===== config.mk =====
export PLATFORM = sky130hd
export DESIGN_NAME = spi_register_transaction_master
export DESIGN_NICKNAME = d
export VERILOG_FILES = /design/src/hdl/srtm_pkg.sv /design/src/hdl/srtm_buf.sv /design/src/hdl/srtm_skid.sv /design/src/hdl/spi_register_transaction_master.sv
export VERILOG_INCLUDE_DIRS = /design/src /design/src/hdl
export SDC_FILE = /design/constraint.sdc
export NUM_CORES = 1
export LEC_CHECK = 0
export ABC_AREA = 1
export BUFFER_PORTS_ARGS = -buffer_cell sky130_fd_sc_hd__buf_2
export CORE_MARGIN = 3
export CORE_UTILIZATION = 45
export DETAILED_ROUTE_END_ITERATION = 10
export GPL_TIMING_DRIVEN = 0
export SYNTH_ARGS = -nofsm -noshare
export SYNTH_HDL_FRONTEND = slang
export SYNTH_SLANG_ARGS = --single-unit

===== constraint.sdc =====
create_clock -name clk_i -period 2.55 [get_ports clk_i]
set_input_delay 0.1275 -clock clk_i [delete_from_list [all_inputs] [get_ports clk_i]]
set_output_delay 0.1275 -clock clk_i [all_outputs]
set_load 0.02 [all_outputs]

===== src/hdl/spi_register_transaction_master_defines.svh =====
// Assertion macros shared by the SPI register transaction master RTL.
`ifndef SPI_REGISTER_TRANSACTION_MASTER_DEFINES_SVH
`define SPI_REGISTER_TRANSACTION_MASTER_DEFINES_SVH

// Same-cycle implication, checked on every clock edge outside reset.
`define SRTM_ASSERT_NOW(lbl, ante, cons, msg) \
  lbl: assert property (@(posedge clk_i) disable iff (!rst_ni) (ante) |-> (cons)) \
    else $error(msg);

// Next-cycle implication, checked on every clock edge outside reset.
`define SRTM_ASSERT_NEXT(lbl, ante, cons, msg) \
  lbl: assert property (@(posedge clk_i) disable iff (!rst_ni) (ante) |=> (cons)) \
    else $error(msg);

`endif


===== src/hdl/srtm_pkg.sv =====
// Types and constants of the SPI register transaction master.
package srtm_pkg;

  // Request kinds carried in s_axis_tuser
  typedef enum logic [1:0] {
    ACT_LOAD  = 2'd0,
    ACT_START = 2'd1,
    ACT_TICK  = 2'd2,
    ACT_NONE  = 2'd3
  } action_e;

  // Frame sequencer phases
  typedef enum logic [1:0] {
    PH_IDLE = 2'd0,
    PH_LEAD = 2'd1,
    PH_LOW  = 2'd2,
    PH_HIGH = 2'd3
  } phase_e;

  localparam logic [7:0] READ_FLAG  = 8'h80;
  localparam logic [7:0] ADDR_MASK  = 8'h7f;
  localparam logic [7:0] ABSENT_VAL = 8'hFF;

  // One result item
  typedef struct packed {
    logic       busy_res;
    logic       device_present;
    logic       frame_done;
    logic       read_valid;
    logic [7:0] read_byte;
    logic       mosi_level;
    logic       serial_clock;
    logic       chip_select;
  } res_t;

endpackage


===== src/hdl/srtm_buf.sv =====
// Transmit byte buffer: one write port, one registered read port.
module srtm_buf #(
  parameter int DEPTH = 8,
  parameter int AW    = 3
) (
  input  logic          clk_i,
  input  logic          wr_en_i,
  input  logic [AW-1:0] wr_addr_i,
  input  logic [7:0]    wr_data_i,
  input  logic          rd_en_i,
  input  logic [AW-1:0] rd_addr_i,
  output logic [7:0]    rd_data_o
);

  logic [7:0] mem [DEPTH];
  logic [7:0] rd_data_q;
  logic       rd_ok_q;

  // Store loaded bytes
  always_ff @(posedge clk_i) begin
    if (wr_en_i) begin
      mem[wr_addr_i] <= wr_data_i;
    end
  end

  // Read every cycle; out-of-range indexes read as zero
  always_ff @(posedge clk_i) begin
    rd_data_q <= mem[rd_addr_i];
    rd_ok_q   <= rd_en_i;
  end

  assign rd_data_o = rd_ok_q ? rd_data_q : 8'h00;

endmodule


===== src/hdl/srtm_skid.sv =====
// Two-entry output stage for result items.
module srtm_skid (
  input  logic          clk_i,
  input  logic          rst_ni,
  input  logic          in_valid_i,
  output logic          in_ready_o,
  input  srtm_pkg::res_t in_data_i,
  output logic          out_valid_o,
  input  logic          out_ready_i,
  output srtm_pkg::res_t out_data_o
);

  logic           out_valid_q, out_valid_d;
  logic           skid_valid_q, skid_valid_d;
  srtm_pkg::res_t out_data_q, skid_data_q;
  logic           out_fire, in_fire, load_out, load_skid;

  assign in_ready_o = !skid_valid_q;
  assign in_fire    = in_valid_i && !skid_valid_q;
  assign out_fire   = out_valid_q && out_ready_i;

  // Steer the incoming request to the output or the skid slot
  always_comb begin
    out_valid_d  = out_valid_q;
    skid_valid_d = skid_valid_q;
    load_out     = 1'b0;
    load_skid    = 1'b0;
    if (skid_valid_q) begin
      if (out_fire) begin
        skid_valid_d = 1'b0;
      end
    end else if (in_fire) begin
      if (!out_valid_q || out_fire) begin
        load_out    = 1'b1;
        out_valid_d = 1'b1;
      end else begin
        load_skid    = 1'b1;
        skid_valid_d = 1'b1;
      end
    end else if (out_fire) begin
      out_valid_d = 1'b0;
    end
  end

  always_ff @(posedge clk_i or negedge rst_ni) begin
    if (!rst_ni) begin
      out_valid_q  <= 1'b0;
      skid_valid_q <= 1'b0;
    end else begin
      out_valid_q  <= out_valid_d;
      skid_valid_q <= skid_valid_d;
    end
  end

  // Payload holds without reset
  always_ff @(posedge clk_i) begin
    if (skid_valid_q && out_fire) begin
      out_data_q <= skid_data_q;
    end else if (load_out) begin
      out_data_q <= in_data_i;
    end
    if (load_skid) begin
      skid_data_q <= in_data_i;
    end
  end

  assign out_valid_o = out_valid_q;
  assign out_data_o  = out_data_q;

endmodule


===== src/hdl/spi_register_transaction_master.sv =====
// Top level of the SPI register transaction master.
//
//  channel | direction | handshake                    | content
//  s_axis  | in        | s_axis_tvalid/s_axis_tready  | load, start or tick request
//  m_axis  | out       | m_axis_tvalid/m_axis_tready  | pin levels and status per request
//  cfg     | in        | cfg_valid_i/cfg_ready_o      | half_period_ticks
//
//  One request is accepted per clock cycle while the output stage has room; its result is registered there.
//  Throughput is set by the sequencer state update and the buffer read
//  port, which prefetches the next data byte while a byte is being shifted.
//  Reset is asynchronous and active low; the byte buffer needs no clearing pass.
//  A two-entry output stage lets requests flow while one result waits;
//  s_axis_tready drops only when both entries hold results.
`include "spi_register_transaction_master_defines.svh"

module spi_register_transaction_master #(
  parameter int MAX_BYTES = 8
) (
  input  logic        clk_i,
  input  logic        rst_ni,
  // reg_address[6:0], is_read[7], byte_count[11:8], write_byte[19:12], miso_level[20]
  input  logic [23:0] s_axis_tdata,
  // action[1:0]
  input  logic [1:0]  s_axis_tuser,
  input  logic        s_axis_tvalid,
  output logic        s_axis_tready,
  // chip_select[0], serial_clock[1], mosi_level[2], read_byte[10:3],
  // device_present[11], busy_res[12]
  output logic [15:0] m_axis_tdata,
  // read_valid[0]
  output logic        m_axis_tuser,
  // frame_done
  output logic        m_axis_tlast,
  output logic        m_axis_tvalid,
  input  logic        m_axis_tready,
  input  logic [7:0]  cfg_data_i,
  input  logic        cfg_valid_i,
  output logic        cfg_ready_o
);

  localparam int AW = (MAX_BYTES > 1) ? $clog2(MAX_BYTES) : 1;
  localparam int IW = ($clog2(MAX_BYTES + 1) > 4) ? $clog2(MAX_BYTES + 1) : 4;

  // Request fields
  logic [6:0] in_addr;
  logic       in_rd;
  logic [3:0] in_cnt;
  logic [7:0] in_wbyte;
  logic       in_miso;
  logic [1:0] in_act;
  logic       in_fire;

  assign in_addr  = s_axis_tdata[6:0];
  assign in_rd    = s_axis_tdata[7];
  assign in_cnt   = s_axis_tdata[11:8];
  assign in_wbyte = s_axis_tdata[19:12];
  assign in_miso  = s_axis_tdata[20];
  assign in_act   = s_axis_tuser;
  assign in_fire  = s_axis_tvalid && s_axis_tready;

  // State
  srtm_pkg::phase_e phase_q, phase_d;
  logic [7:0] hp_q;
  logic [7:0] tc_q, tc_d;
  logic [2:0] bit_q, bit_d;
  logic [3:0] byte_q, byte_d;
  logic [7:0] shift_q, shift_d;
  logic [6:0] lat_addr_q, lat_addr_d;
  logic       lat_rd_q, lat_rd_d;
  logic [3:0] lat_cnt_q, lat_cnt_d;
  logic       ff_q, ff_d;
  logic       mosi_q, mosi_d;

  // Configuration register
  assign cfg_ready_o = 1'b1;
  always_ff @(posedge clk_i or negedge rst_ni) begin
    if (!rst_ni) begin
      hp_q <= 8'd4;
    end else if (cfg_valid_i) begin
      hp_q <= cfg_data_i;
    end
  end

  // Shared sequencer conditions
  logic [7:0] hp_eff, tc_inc;
  logic       is_idle, do_tick, half_end, sending, last_bit, last_byte, do_start;
  logic       ff_now;
  logic [3:0] cnt_clip;

  assign hp_eff    = (hp_q == 8'd0) ? 8'd1 : hp_q;
  assign tc_inc    = tc_q + 8'd1;
  assign is_idle   = (phase_q == srtm_pkg::PH_IDLE);
  assign do_tick   = in_fire && (in_act == srtm_pkg::ACT_TICK) && !is_idle;
  assign do_start  = in_fire && (in_act == srtm_pkg::ACT_START) && is_idle;
  assign half_end  = (tc_inc >= hp_eff) || (tc_inc == 8'd0);
  assign sending   = (byte_q == 4'd0) || !lat_rd_q;
  assign last_bit  = (bit_q == 3'd7);
  assign last_byte = (byte_q >= lat_cnt_q);
  assign cnt_clip  = (IW'(in_cnt) > IW'(MAX_BYTES)) ? 4'(MAX_BYTES) : in_cnt;
  assign ff_now    = (!sending && byte_q == 4'd1) ? (shift_q == srtm_pkg::ABSENT_VAL) : ff_q;

  // Transmit buffer: write on load, prefetch the entry at the current byte index
  logic [IW-1:0] wr_idx, rd_idx;
  logic          buf_wr, rd_in_range;
  logic [7:0]    buf_data;

  assign wr_idx      = IW'(in_cnt);
  assign rd_idx      = IW'(byte_q);
  assign buf_wr      = in_fire && (in_act == srtm_pkg::ACT_LOAD) && is_idle &&
                       (wr_idx < IW'(MAX_BYTES));
  assign rd_in_range = (rd_idx < IW'(MAX_BYTES));

  srtm_buf #(
    .DEPTH (MAX_BYTES),
    .AW    (AW)
  ) u_buf (
    .clk_i     (clk_i),
    .wr_en_i   (buf_wr),
    .wr_addr_i (wr_idx[AW-1:0]),
    .wr_data_i (in_wbyte),
    .rd_en_i   (rd_in_range),
    .rd_addr_i (rd_idx[AW-1:0]),
    .rd_data_o (buf_data)
  );

  // Next phase
  always_comb begin
    phase_d = phase_q;
    if (do_start) begin
      phase_d = srtm_pkg::PH_LEAD;
    end else if (do_tick && half_end) begin
      unique case (phase_q)
        srtm_pkg::PH_LEAD: phase_d = srtm_pkg::PH_LOW;
        srtm_pkg::PH_LOW:  phase_d = srtm_pkg::PH_HIGH;
        srtm_pkg::PH_HIGH: begin
          if (!last_bit || !last_byte) begin
            phase_d = srtm_pkg::PH_LOW;
          end else begin
            phase_d = srtm_pkg::PH_IDLE;
          end
        end
        default: phase_d = phase_q;
      endcase
    end
  end

  // Datapath and result
  srtm_pkg::res_t res;
  logic           rvalid, done, present;
  logic [7:0]     rbyte;

  always_comb begin
    tc_d       = tc_q;
    bit_d      = bit_q;
    byte_d     = byte_q;
    shift_d    = shift_q;
    lat_addr_d = lat_addr_q;
    lat_rd_d   = lat_rd_q;
    lat_cnt_d  = lat_cnt_q;
    ff_d       = ff_q;
    mosi_d     = mosi_q;
    rvalid     = 1'b0;
    rbyte      = 8'h00;
    done       = 1'b0;
    present    = 1'b0;
    if (do_start) begin
      lat_addr_d = in_addr;
      lat_rd_d   = in_rd;
      lat_cnt_d  = cnt_clip;
      shift_d    = ({1'b0, in_addr} & srtm_pkg::ADDR_MASK) |
                   (in_rd ? srtm_pkg::READ_FLAG : 8'h00);
      tc_d       = 8'd0;
      bit_d      = 3'd0;
      byte_d     = 4'd0;
      ff_d       = 1'b0;
    end else if (do_tick) begin
      tc_d = half_end ? 8'd0 : tc_inc;
      if (half_end && phase_q == srtm_pkg::PH_LOW) begin
        // Drive MOSI or sample MISO at the end of the low half
        if (sending) begin
          mosi_d  = shift_q[7];
          shift_d = {shift_q[6:0], 1'b0};
        end else begin
          shift_d = {shift_q[6:0], in_miso};
        end
      end else if (half_end && phase_q == srtm_pkg::PH_HIGH) begin
        if (!last_bit) begin
          bit_d = bit_q + 3'd1;
        end else begin
          bit_d  = 3'd0;
          byte_d = byte_q + 4'd1;
          ff_d   = ff_now;
          if (!sending) begin
            rvalid = 1'b1;
            rbyte  = shift_q;
          end
          if (last_byte) begin
            done    = 1'b1;
            present = lat_rd_q && (lat_cnt_q != 4'd0) && !ff_now;
          end else begin
            shift_d = lat_rd_q ? 8'h00 : buf_data;
          end
        end
      end
    end
  end

  assign res.chip_select    = (phase_d != srtm_pkg::PH_IDLE);
  assign res.serial_clock   = (phase_d != srtm_pkg::PH_LOW);
  assign res.mosi_level     = mosi_d;
  assign res.read_byte      = rbyte;
  assign res.read_valid     = rvalid;
  assign res.frame_done     = done;
  assign res.device_present = present;
  assign res.busy_res       = (phase_d != srtm_pkg::PH_IDLE);

  // Advance state on every accepted request
  always_ff @(posedge clk_i or negedge rst_ni) begin
    if (!rst_ni) begin
      phase_q    <= srtm_pkg::PH_IDLE;
      tc_q       <= 8'd0;
      bit_q      <= 3'd0;
      byte_q     <= 4'd0;
      shift_q    <= 8'd0;
      lat_addr_q <= 7'd0;
      lat_rd_q   <= 1'b0;
      lat_cnt_q  <= 4'd0;
      ff_q       <= 1'b0;
      mosi_q     <= 1'b0;
    end else if (in_fire) begin
      phase_q    <= phase_d;
      tc_q       <= tc_d;
      bit_q      <= bit_d;
      byte_q     <= byte_d;
      shift_q    <= shift_d;
      lat_addr_q <= lat_addr_d;
      lat_rd_q   <= lat_rd_d;
      lat_cnt_q  <= lat_cnt_d;
      ff_q       <= ff_d;
      mosi_q     <= mosi_d;
    end
  end

  // Output stage
  srtm_pkg::res_t out_res;

  srtm_skid u_skid (
    .clk_i       (clk_i),
    .rst_ni      (rst_ni),
    .in_valid_i  (s_axis_tvalid),
    .in_ready_o  (s_axis_tready),
    .in_data_i   (res),
    .out_valid_o (m_axis_tvalid),
    .out_ready_i (m_axis_tready),
    .out_data_o  (out_res)
  );

  assign m_axis_tdata = {3'b000, out_res.busy_res, out_res.device_present,
                         out_res.read_byte, out_res.mosi_level,
                         out_res.serial_clock, out_res.chip_select};
  assign m_axis_tuser = out_res.read_valid;
  assign m_axis_tlast = out_res.frame_done;

  // Checks
  `SRTM_ASSERT_NEXT(a_done_idles, in_fire && res.frame_done, phase_q == srtm_pkg::PH_IDLE,
    "frame_done reported but sequencer still busy")
  `SRTM_ASSERT_NOW(a_rx_in_read, in_fire && res.read_valid, lat_rd_q && (byte_q != 4'd0),
    "received byte outside the data part of a read frame")
  `SRTM_ASSERT_NOW(a_byte_bound, !is_idle, byte_q <= lat_cnt_q,
    "byte index ran past the requested count")
  `SRTM_ASSERT_NOW(a_lat_addr, do_start, (lat_addr_q == lat_addr_q) && is_idle,
    "start taken while a frame runs")

endmodule

Yosys cells after proc, flatten, opt, wreduce, memory -nomap -nowiden

Memories as Yosys holds them, arrays and structs flattened. A register that Yosys moved wholly into a read port is not among the register bits.
Index checks and enable logic that the tools add are counted.

RAM bits: 64
Memories: 1
Output and inout bits: 21
Input bits: 39
Flip-flop bits (word level): 72

$add $sub $neg: 3
Eq/ne operators: 12
Bitwise gates (word level): 2
Order comparisons: 5
Muxes and demuxes: 78
Reduce and logical (&&, ||, !) cells: 48

Memories:

| name      | depth | bits a word | rd ports | clocked after memory_dff | wr ports | line           | text |
|---|---|---|---|---|---|---|---|
| u_buf.mem | 8     | 8           | 1        | 1                        | 1        | srtm_buf.sv:15 | `logic [7:0] mem [DEPTH];` |

Operators by type and width:

| operator                                                         | count |
|---|---|
| 8-bit 2-to-1 mux                                                 | 19 |
| 1-bit 2-to-1 mux                                                 | 42 |
| 15-bit 2-to-1 mux                                                | 2 |
| 4-bit 2-to-1 mux                                                 | 6 |
| 1-bit logical AND                                                | 16 |
| 8-bit zero test                                                  | 2 |
| 3-bit 2-to-1 mux                                                 | 5 |
| 2-bit nonzero test                                               | 6 |
| 5-bit AND reduction                                              | 2 |
| 8-bit by 1-bit adder with 8-bit output (second input constant)   | 1 |
| 8-bit == test (second input constant)                            | 1 |
| 8-bit greater-or-equal comparator                                | 1 |
| 1-bit zero test                                                  | 8 |
| 4-bit less-than comparator (second input constant)               | 2 |
| 7-bit by 8-bit bitwise OR with 8-bit output                      | 1 |
| 2-bit == test (second input constant)                            | 3 |
| 2-bit 2-to-1 mux                                                 | 3 |
| 2-bit case mux with 3 select lines                               | 1 |
| 3-bit nonzero test                                               | 2 |
| 4-bit by 1-bit adder with 4-bit output (second input constant)   | 1 |
| 2-bit by 1-bit == test with 1-bit output (second input constant) | 2 |
| 4-bit by 1-bit == test with 1-bit output (second input constant) | 1 |
| 4-bit greater-or-equal comparator                                | 1 |
| 4-bit > comparator (second input constant)                       | 1 |
| 13 further kinds                                                 | 19 |

Longest topological paths before layout

Gate-level depths: netlist of the first run.

Depth in word-level cells: 15
Mapped depth: 19
Mapped depth without buffers: 18

By module

From an unflattened synthesis of the first run, not the netlist that was laid out.

Cell total of the unflattened synthesis: 797
Area, all modules: 7,204.4 um2

By module, submodules not included:

| module                          | seq. area each (um2) | area each (um2) | times used | cells each |
|---|---|---|---|---|
| srtm_buf                        | 2,102.0              | 3,134.3         | 1          | 321 |
| spi_register_transaction_master | 1,002.2              | 2,742.6         | 1          | 375 |
| srtm_skid                       | 950.9                | 1,327.5         | 1          | 101 |

Worst setup path before layout of the first run

No wires, ideal clock.

Path type: flip-flop to flip-flop
Start: reg tc_q[0]
End: reg u_skid.out_data_q, in the netlist u_skid.out_data_o[0], data pin
Path buffers: 0
Arrival: 2.047 ns
Setup time: 0.252 ns
Cell stages (with the launch flop): 18
Required time: 2.298 ns
Setup slack: 0.250 ns
Period minus slack after synthesis: 2.300 ns
Cell sequence: dfrtp_1 > ha_1 > nand2_1 > clkinv_1 > nand2_1 > nand2_1 > inv_1 > ha_1 > nand2_1 > o21ai_0 > nor2_1 > nand2_4 > nand2_4 > nand2_1 > nand2_1 > nand3_1 > nand2_1 > nand2_1

RTL lines:

| element                | line                                   | text |
|---|---|---|
| from (decl)            | spi_register_transaction_master.sv:64  | `logic [7:0] tc_q, tc_d;` |
| from (signal assigned) | spi_register_transaction_master.sv:232 | `tc_q <= tc_d;` |
| to (signal assigned)   | srtm_skid.sv:58                        | `out_data_q <= skid_data_q;` |
| to (signal assigned)   | srtm_skid.sv:60                        | `out_data_q <= in_data_i;` |
| to (decl)              | srtm_skid.sv:15                        | `srtm_pkg::res_t out_data_q, skid_data_q;` |

==> results_dict.tcl, run 1 <==
set metrics [dict create \
    outcome "finished with violations" \
    yosysWarnings 0 \
    fin_nets 846 \
    worst_setup_path_end_kind "flip-flop" \
    place_congestion 0.860 \
    use_met2_pct 34.7 \
    skew_ns 0.00855 \
    layout_commonest_cell "nand2_1" \
    synth_top_area_share_pct 41.8 \
    h-tree-depth 4 \
    hold_viol_final 0 \
    synth-seq-cells 143 \
    clock-sinks 143 \
    worst_slack_ns -0.0101 \
    ir_drop_uv 817 \
    cp_slowest_cell "dfrtp_1" \
    first_global_vias 5027 \
    cts.path.max_buffers 2 \
    clk_latency_ns 0.42 \
    ys_top_cells_by_area "edfxtp_1 (42%), dfrtp_1 (16%), nand2_1 (8.1%)" \
    routedWlPerCell_um 16.3 \
    cp_cell_sequence "nand3_2 > o21ai_0 > nand2_2 > inv_1 > ha_4 > a21oi_2 > o21ai_1 > nor2_1 > nand2_4 > nand2_4 > nand2_4 > nand2_4 > nand3_2 > nand2_1 > nand2_1" \
    cts_tree "done" \
    cp_max_fo 6 \
    crit_top_cell "nand2_4" \
    period_share_pct 100 \
    path_buf_inv 1 \
    finalPower_mw 7.12 \
    worstSetupStartpointType "flip-flop" \
    worstPathRequired_ns 2.71 \
    overflow 0 \
    start_util_pct 46.7 \
    first_iter_violations 304 \
    avgSynthCellArea_sq_um 9.74 \
    synth_flop_cell "edfxtp_1" \
    via_count 5189 \
    ys_seq_area_share_pct 60.4 \
    grt_pass1_wl_mm 24.6 \
    hp-class "in -> reg" \
    use_met3_pct 4.01 \
    slowest_delay_ns 0.44 \
    setup_tns_ns -0.0101 \
    ant_nets 0 \
    area_growth_pct 28.8 \
    met1_usage_pct 23.6 \
    dieWidth_um 127 \
    crit_family "simple AND/OR/NAND/NOR gates" \
    finalCriticalPeriod_ns 2.56 \
    synth-edff-count 92 \
    grt_max_degree 43 \
    p_leak_nw 3.59 \
    crit_type "reg -> reg" \
    busiest_layer "met2" \
    path_clk_slew_ns 0.06 \
    die-area_sq_um 16200 \
    netlist_area_sq_um 6610 \
    synth_cell_types 37 \
    hpwl_mm 10.6 \
    remaining_drc_errors 0 \
    synth-async-reset-ratio_pct 29.4 \
    arrival_ns 2.72 \
    wirelength_mm 16.0 \
    rsz0062_at_grt "yes" \
    p_per_area_nw_per_um2 837 \
    antenna_found_initial 0 \
    max_freq_ghz 0.391 \
    drv_slew 0 \
    final_cell_mix "nand2_1 (121), edfxtp_1 (92), nor2_1 (84)" \
    syn_inst 679 \
    max_slew_margin_pct 14.0 \
    cts_made_buffers 17 \
    maxCapViolCount 0 \
    antennaDiodeCount 0 \
    drive_gt1_share_pct 24.8 \
    port_buffers 52 \
    coreArea_sq_um 14100 \
    violations "setup timing" \
    fp.dieH_um 127 \
    yosysTopAreaCell "edfxtp_1" \
    setup_violations 1 \
    pin_count 60 \
    cts_root_buffer "clkbuf_16" \
    track_usage_pct 19.5 \
    rows 43 \
    vias_per_cell 5.28 \
    first_pass_iters 5 \
    tightest_slew_ns 1.29 \
]
==> Yosys cell counts, types with 2 or more instances <==
master    instances
buf_6             2
o21ai_0          56
xor2_1            2
dfrtp_1          41
o22ai_1          13
conb_1            2
inv_2             2
nor2_4            2
nor3_1            9
nand2_4           5
buf_4             7
o31ai_1           9
dfxtp_1           9
clkbuf_1         17
nand4_1          12
clkinv_1          3
inv_1            62
ha_1             18
a22o_1            2
nand2_2           4
nor4_1            3
a31oi_1           8
nand2_1         143
nor2_2            3
nor2_1           88
edfxtp_1         92
or2_2             2
a21oi_1          11
nand3_1          44
==> sequential cells by signal, indices dropped and copies added, names as in the netlist, 2 cells and up <==
register,flops
bit_q,3
byte_q,4
hp_q,8
lat_cnt_q,4
phase_q,2
shift_q,8
tc_q,8
u_buf.mem,64
u_buf.rd_data_q,8
u_skid.out_data_o,14
u_skid.skid_data_q,14
==> power by group <==
group | leakage [nW] | internal (mW) | switching [mW]
logic | 1.86 | 0.603 | 1.04
registers | 1.44 | 2.79 | 0.159
clock network | 0.291 | 1.62 | 0.906
==> timing repair <==
action                                  in CTS  in global routing
buffers inserted                             3                 15
endpoints found under the hold margin       50                  0
pin swaps                                    2                 32
cloned                                       0                  6
resized for setup                           20                 80
hold buffers                                16                  0
endpoints found under the setup margin     102                114
==> logic make-up (layout without fill, tap and decap cells) <==
family	count (synthesis)	in the layout	synth area share (%)
other cells	2	4	0.114
simple gates	317	318	20.9
buf+inv	94	213	5.98
xor+xnor	2	2	0.265
compound gates	103	104	8.92
flops	143	143	60.4
fa+ha+maj	18	18	3.41
==> cell type report <==
class / instances / area [sq um]
plain buffers: 24 / 163
repair buffers: 90 / 667
inverters: 67 / 260
clock buffers: 19 / 433
clock inverters: 13 / 170
flip-flops and latches: 143 / 4000
multi-input cells: 446 / 2590
fillers: 1153 / 5640
well taps: 180 / 225
==> metrics by stage <==
step / hold slack [ns] / setup WS, ns / utilization, % / std cells / instance area [sq um]
after floorplan: -0.168 / 0.250 / - / 681 / 6620
after CTS: 0.0127 / 0.00514 / 56.3 / 962 / 7970
after detailed placement: 0.340 / -0.533 / 50.2 / 913 / 7100
after global routing: 0.0262 / -0.185 / 60.1 / 982 / 8510
final: 0.0102 / -0.0101 / 60.1 / 982 / 8510
after global placement: 0.319 / -0.460 / 50.2 / 913 / 7100
==> layer usage <==
| layer | wire (um) | vias to the layer above |
|---|---|---|
| met1 | 6650 | 2498 |
| met3 | 753 | 26 |
| met2 | 8290 | 140 |
| met5 | 0 | - |
| met4 | 271 | 0 |
| li1 | - | 2525 |
==> path summary, 6_finish.rpt <==
path,slack (ns),to,cells after the start,startpoint
max in group asynchronous,1.48,byte_q[1],2,rst_ni
worst max register to register,-0.01,u_skid.out_data_o[1],15,tc_q[0]
min in group asynchronous,0.41,tc_q[2],2,rst_ni
worst min-delay path,0.01,u_buf.mem[6][1],1,s_axis_tdata[13]
worst max-delay path,-0.01,u_skid.out_data_o[1],15,tc_q[0]
worst min register to register,0.50,bit_q[1],2,bit_q[1]
==> worst reg2reg max path: cells and delay by family (launching register included) <==
family | cells | cell delay (ns)
AO/OA/AOI/OAI | 3 | 0.42
AND/OR/NAND/NOR | 10 | 1.13
flip-flops | 1 | 0.44
adder cells (fa/ha/maj) | 1 | 0.21
buffers and inverters | 1 | 0.11
No activity file was read; power rests on OpenSTA's default activity.
==> inputs of run 2 (changes only) <==
--- a/config.mk
+++ b/config.mk
@@ -14,4 +14,5 @@
 export GPL_TIMING_DRIVEN = 0
 export SYNTH_ARGS = -nofsm -noshare
 export SYNTH_HDL_FRONTEND = slang
+export SYNTH_HIERARCHICAL = 1
 export SYNTH_SLANG_ARGS = --single-unit
==> results_dict.tcl, run 2 <==
set metrics [dict create \
    outcome "finished clean" \
    cts_tree "done" \
    worstSetupStartpointType "flip-flop" \
    layout_commonest_cell "nand2_1" \
    synth_top_area_share_pct 39.2 \
    ys_seq_area_share_pct 56.3 \
    ant_nets 0 \
    rows 45 \
    cts_root_buffer "clkbuf_16" \
    slowest_delay_ns 0.45 \
    setup_tns_ns 0 \
    rsz0062_at_grt "yes" \
    cp_slowest_cell "dfrtp_2" \
    synth-seq-cells 145 \
    drv_slew 0 \
    finalCriticalPeriod_ns 2.51 \
    period_share_pct 98.5 \
    wirelength_mm 16.6 \
    grt_max_degree 43 \
    arrival_ns 2.69 \
    synth_flop_cell "edfxtp_1" \
    drive_gt1_share_pct 23.9 \
    yosys-top-cells-count "nand2_1 (262), inv_1 (132), edfxtp_1 (94)" \
    max_slew_margin_pct 32.4 \
    finalPower_mw 7.23 \
    vias_per_cell 4.91 \
    path_clk_slew_ns 0.06 \
    antennaDiodeCount 0 \
    cts_made_buffers 17 \
    routedWlPerCell_um 14.6 \
    synth-async-reset-ratio_pct 29.0 \
    hp-class "in -> reg" \
    ys_top_cells_by_area "edfxtp_1 (39%), dfrtp_1 (14%), nand2_1 (14%)" \
    hpwl_mm 11.1 \
    final_cell_mix "nand2_1 (249), inv_1 (127), edfxtp_1 (94)" \
    port_buffers 51 \
    dieWidth_um 133 \
    antenna_found_initial 0 \
    place_congestion 0.822 \
    min_from "s_axis_tdata[12]" \
    synth-edff-count 94 \
    netlist_area_sq_um 7200 \
    r2r_start "tc_q[1]" \
    syn_inst 797 \
    crit_type "reg -> reg" \
    largest_reg_flops 64 \
    die-area_sq_um 17600 \
    setup_violations 0 \
    crit_family "simple AND/OR/NAND/NOR gates" \
    worst_setup_path_end_kind "flip-flop" \
    worstPathRequired_ns 2.72 \
    area_growth_pct 26.7 \
    first_pass_iters 5 \
    p_per_area_nw_per_um2 792 \
    yosysWarnings 6 \
    h-tree-depth 4 \
    synth.most_common_cell "nand2_1" \
    first_iter_violations 382 \
    cp_cell_sequence "ha_4 > nand2_4 > nor2_2 > nand2_1 > nand2_2 > ha_4 > nand2_1 > o21ai_2 > nor2_2 > nand2_4 > buf_8 > nand2_8 > clkinv_4 > buf_6 > nand3b_4 > nand2_4 > o21ai_2 > nand2_1 > nand2_1" \
    cp_max_fo 5 \
    coreArea_sq_um 15400 \
    overflow 0 \
    p_leak_nw 4.33 \
    ir_drop_uv 440 \
    crit_top_cell "nand2_1" \
    path_buf_inv 3 \
    remaining_drc_errors 0 \
    top_register "u_buf/mem" \
    yosysTopAreaCell "edfxtp_1" \
    pin_count 60 \
    max_freq_ghz 0.398 \
    cts.path.max_buffers 2 \
    clock-sinks 145 \
    grt_pass1_wl_mm 26.7 \
    whs_ns 0.0181 \
    tightest_slew_ns 1.01 \
    hold_viol_final 0 \
    fp.dieH_um 133 \
    start_util_pct 46.7 \
    via_count 5594 \
    synth_cell_types 42 \
    first_global_vias 5501 \
    clk_latency_ns 0.42 \
    crit_path_start "tc_q[1]" \
    maxCapViolCount 0 \
    skew_ns 0.00562 \
    track_usage_pct 19.0 \
    avgSynthCellArea_sq_um 9.04 \
    fin_nets 973 \
]
run 2: worst paths after layout:
| check | end | slack, ns | depth (start not counted) |
|---|---|---|---|
| max | u_skid/out_data_o[2] | 0.04 | 19 |
| min | u_buf/mem[2][0] | 0.02 | 1 |
| max reg2reg | u_skid/out_data_o[2] | 0.04 | 19 |
| min reg2reg | bit_q[1] | 0.48 | 2 |
| max in group asynchronous | tc_q[1] | 1.43 | 2 |
| min in group asynchronous | shift_q[4] | 0.42 | 2 |
run 2: report_power, final:
group | switching [mW] | total [mW] | internal (mW) | leakage (nW)
clock network | 0.958 | 2.60 | 1.64 | 0.301
registers | 0.128 | 2.88 | 2.75 | 1.44
logic | 1.05 | 1.75 | 0.703 | 2.59
run 2: routing by layer:
metal	routed length [um]	up-vias	global-route usage (%)	part of all wire [%]
li1	-	2791	-	-
met1	7450	2638	24.4	45
met2	8130	137	32.2	49
met3	698	28	3.65	4.2
met4	312	0	6.93	1.9
met5	0	-	0	0
run 2: metrics by stage:
stage / area, sq um / std cells / setup slack, ns / utilization, %
after floorplan: 7210 / 799 / 0.00279 / -
after global routing: 9130 / 1140 / -0.0981 / 59.2
final: 9130 / 1140 / 0.0385 / 59.2
after detailed placement: 7730 / 1061 / -0.449 / 50.1
after CTS: 8830 / 1132 / -0.213 / 57.3
after global placement: 7730 / 1061 / -0.343 / 50.1
run 2: what timing repair did:
action | CTS | global route
gates resized for setup | 34 | 52
buffers inserted | 14 | 7
hold endpoints to repair | 90 | 0
setup endpoints to repair | 105 | 109
hold buffers | 25 | 0
cloned | 0 | 1
pin swaps | 19 | 14
run 2: final cells by class:
class	count	area [sq um]
Buffer	28	260
Clock buffer	19	433
Clock inverter	13	186
Fill cell	1313	6300
Inverter	142	543
Multi-Input combinational cell	485	2710
Sequential cell	145	4060
Tap cell	211	264
Timing Repair Buffer	97	674
run 2: logic make-up after synthesis:
group,Yosys count,share of synthesized area (%)
XOR/XNOR,2,0.243
AO/OA/AOI/OAI,44,3.37
AND/OR/NAND/NOR,416,25.9
adder cells (fa/ha/maj),18,3.13
other,2,0.104
buffers and inverters,170,11.0
flip-flops,145,56.3
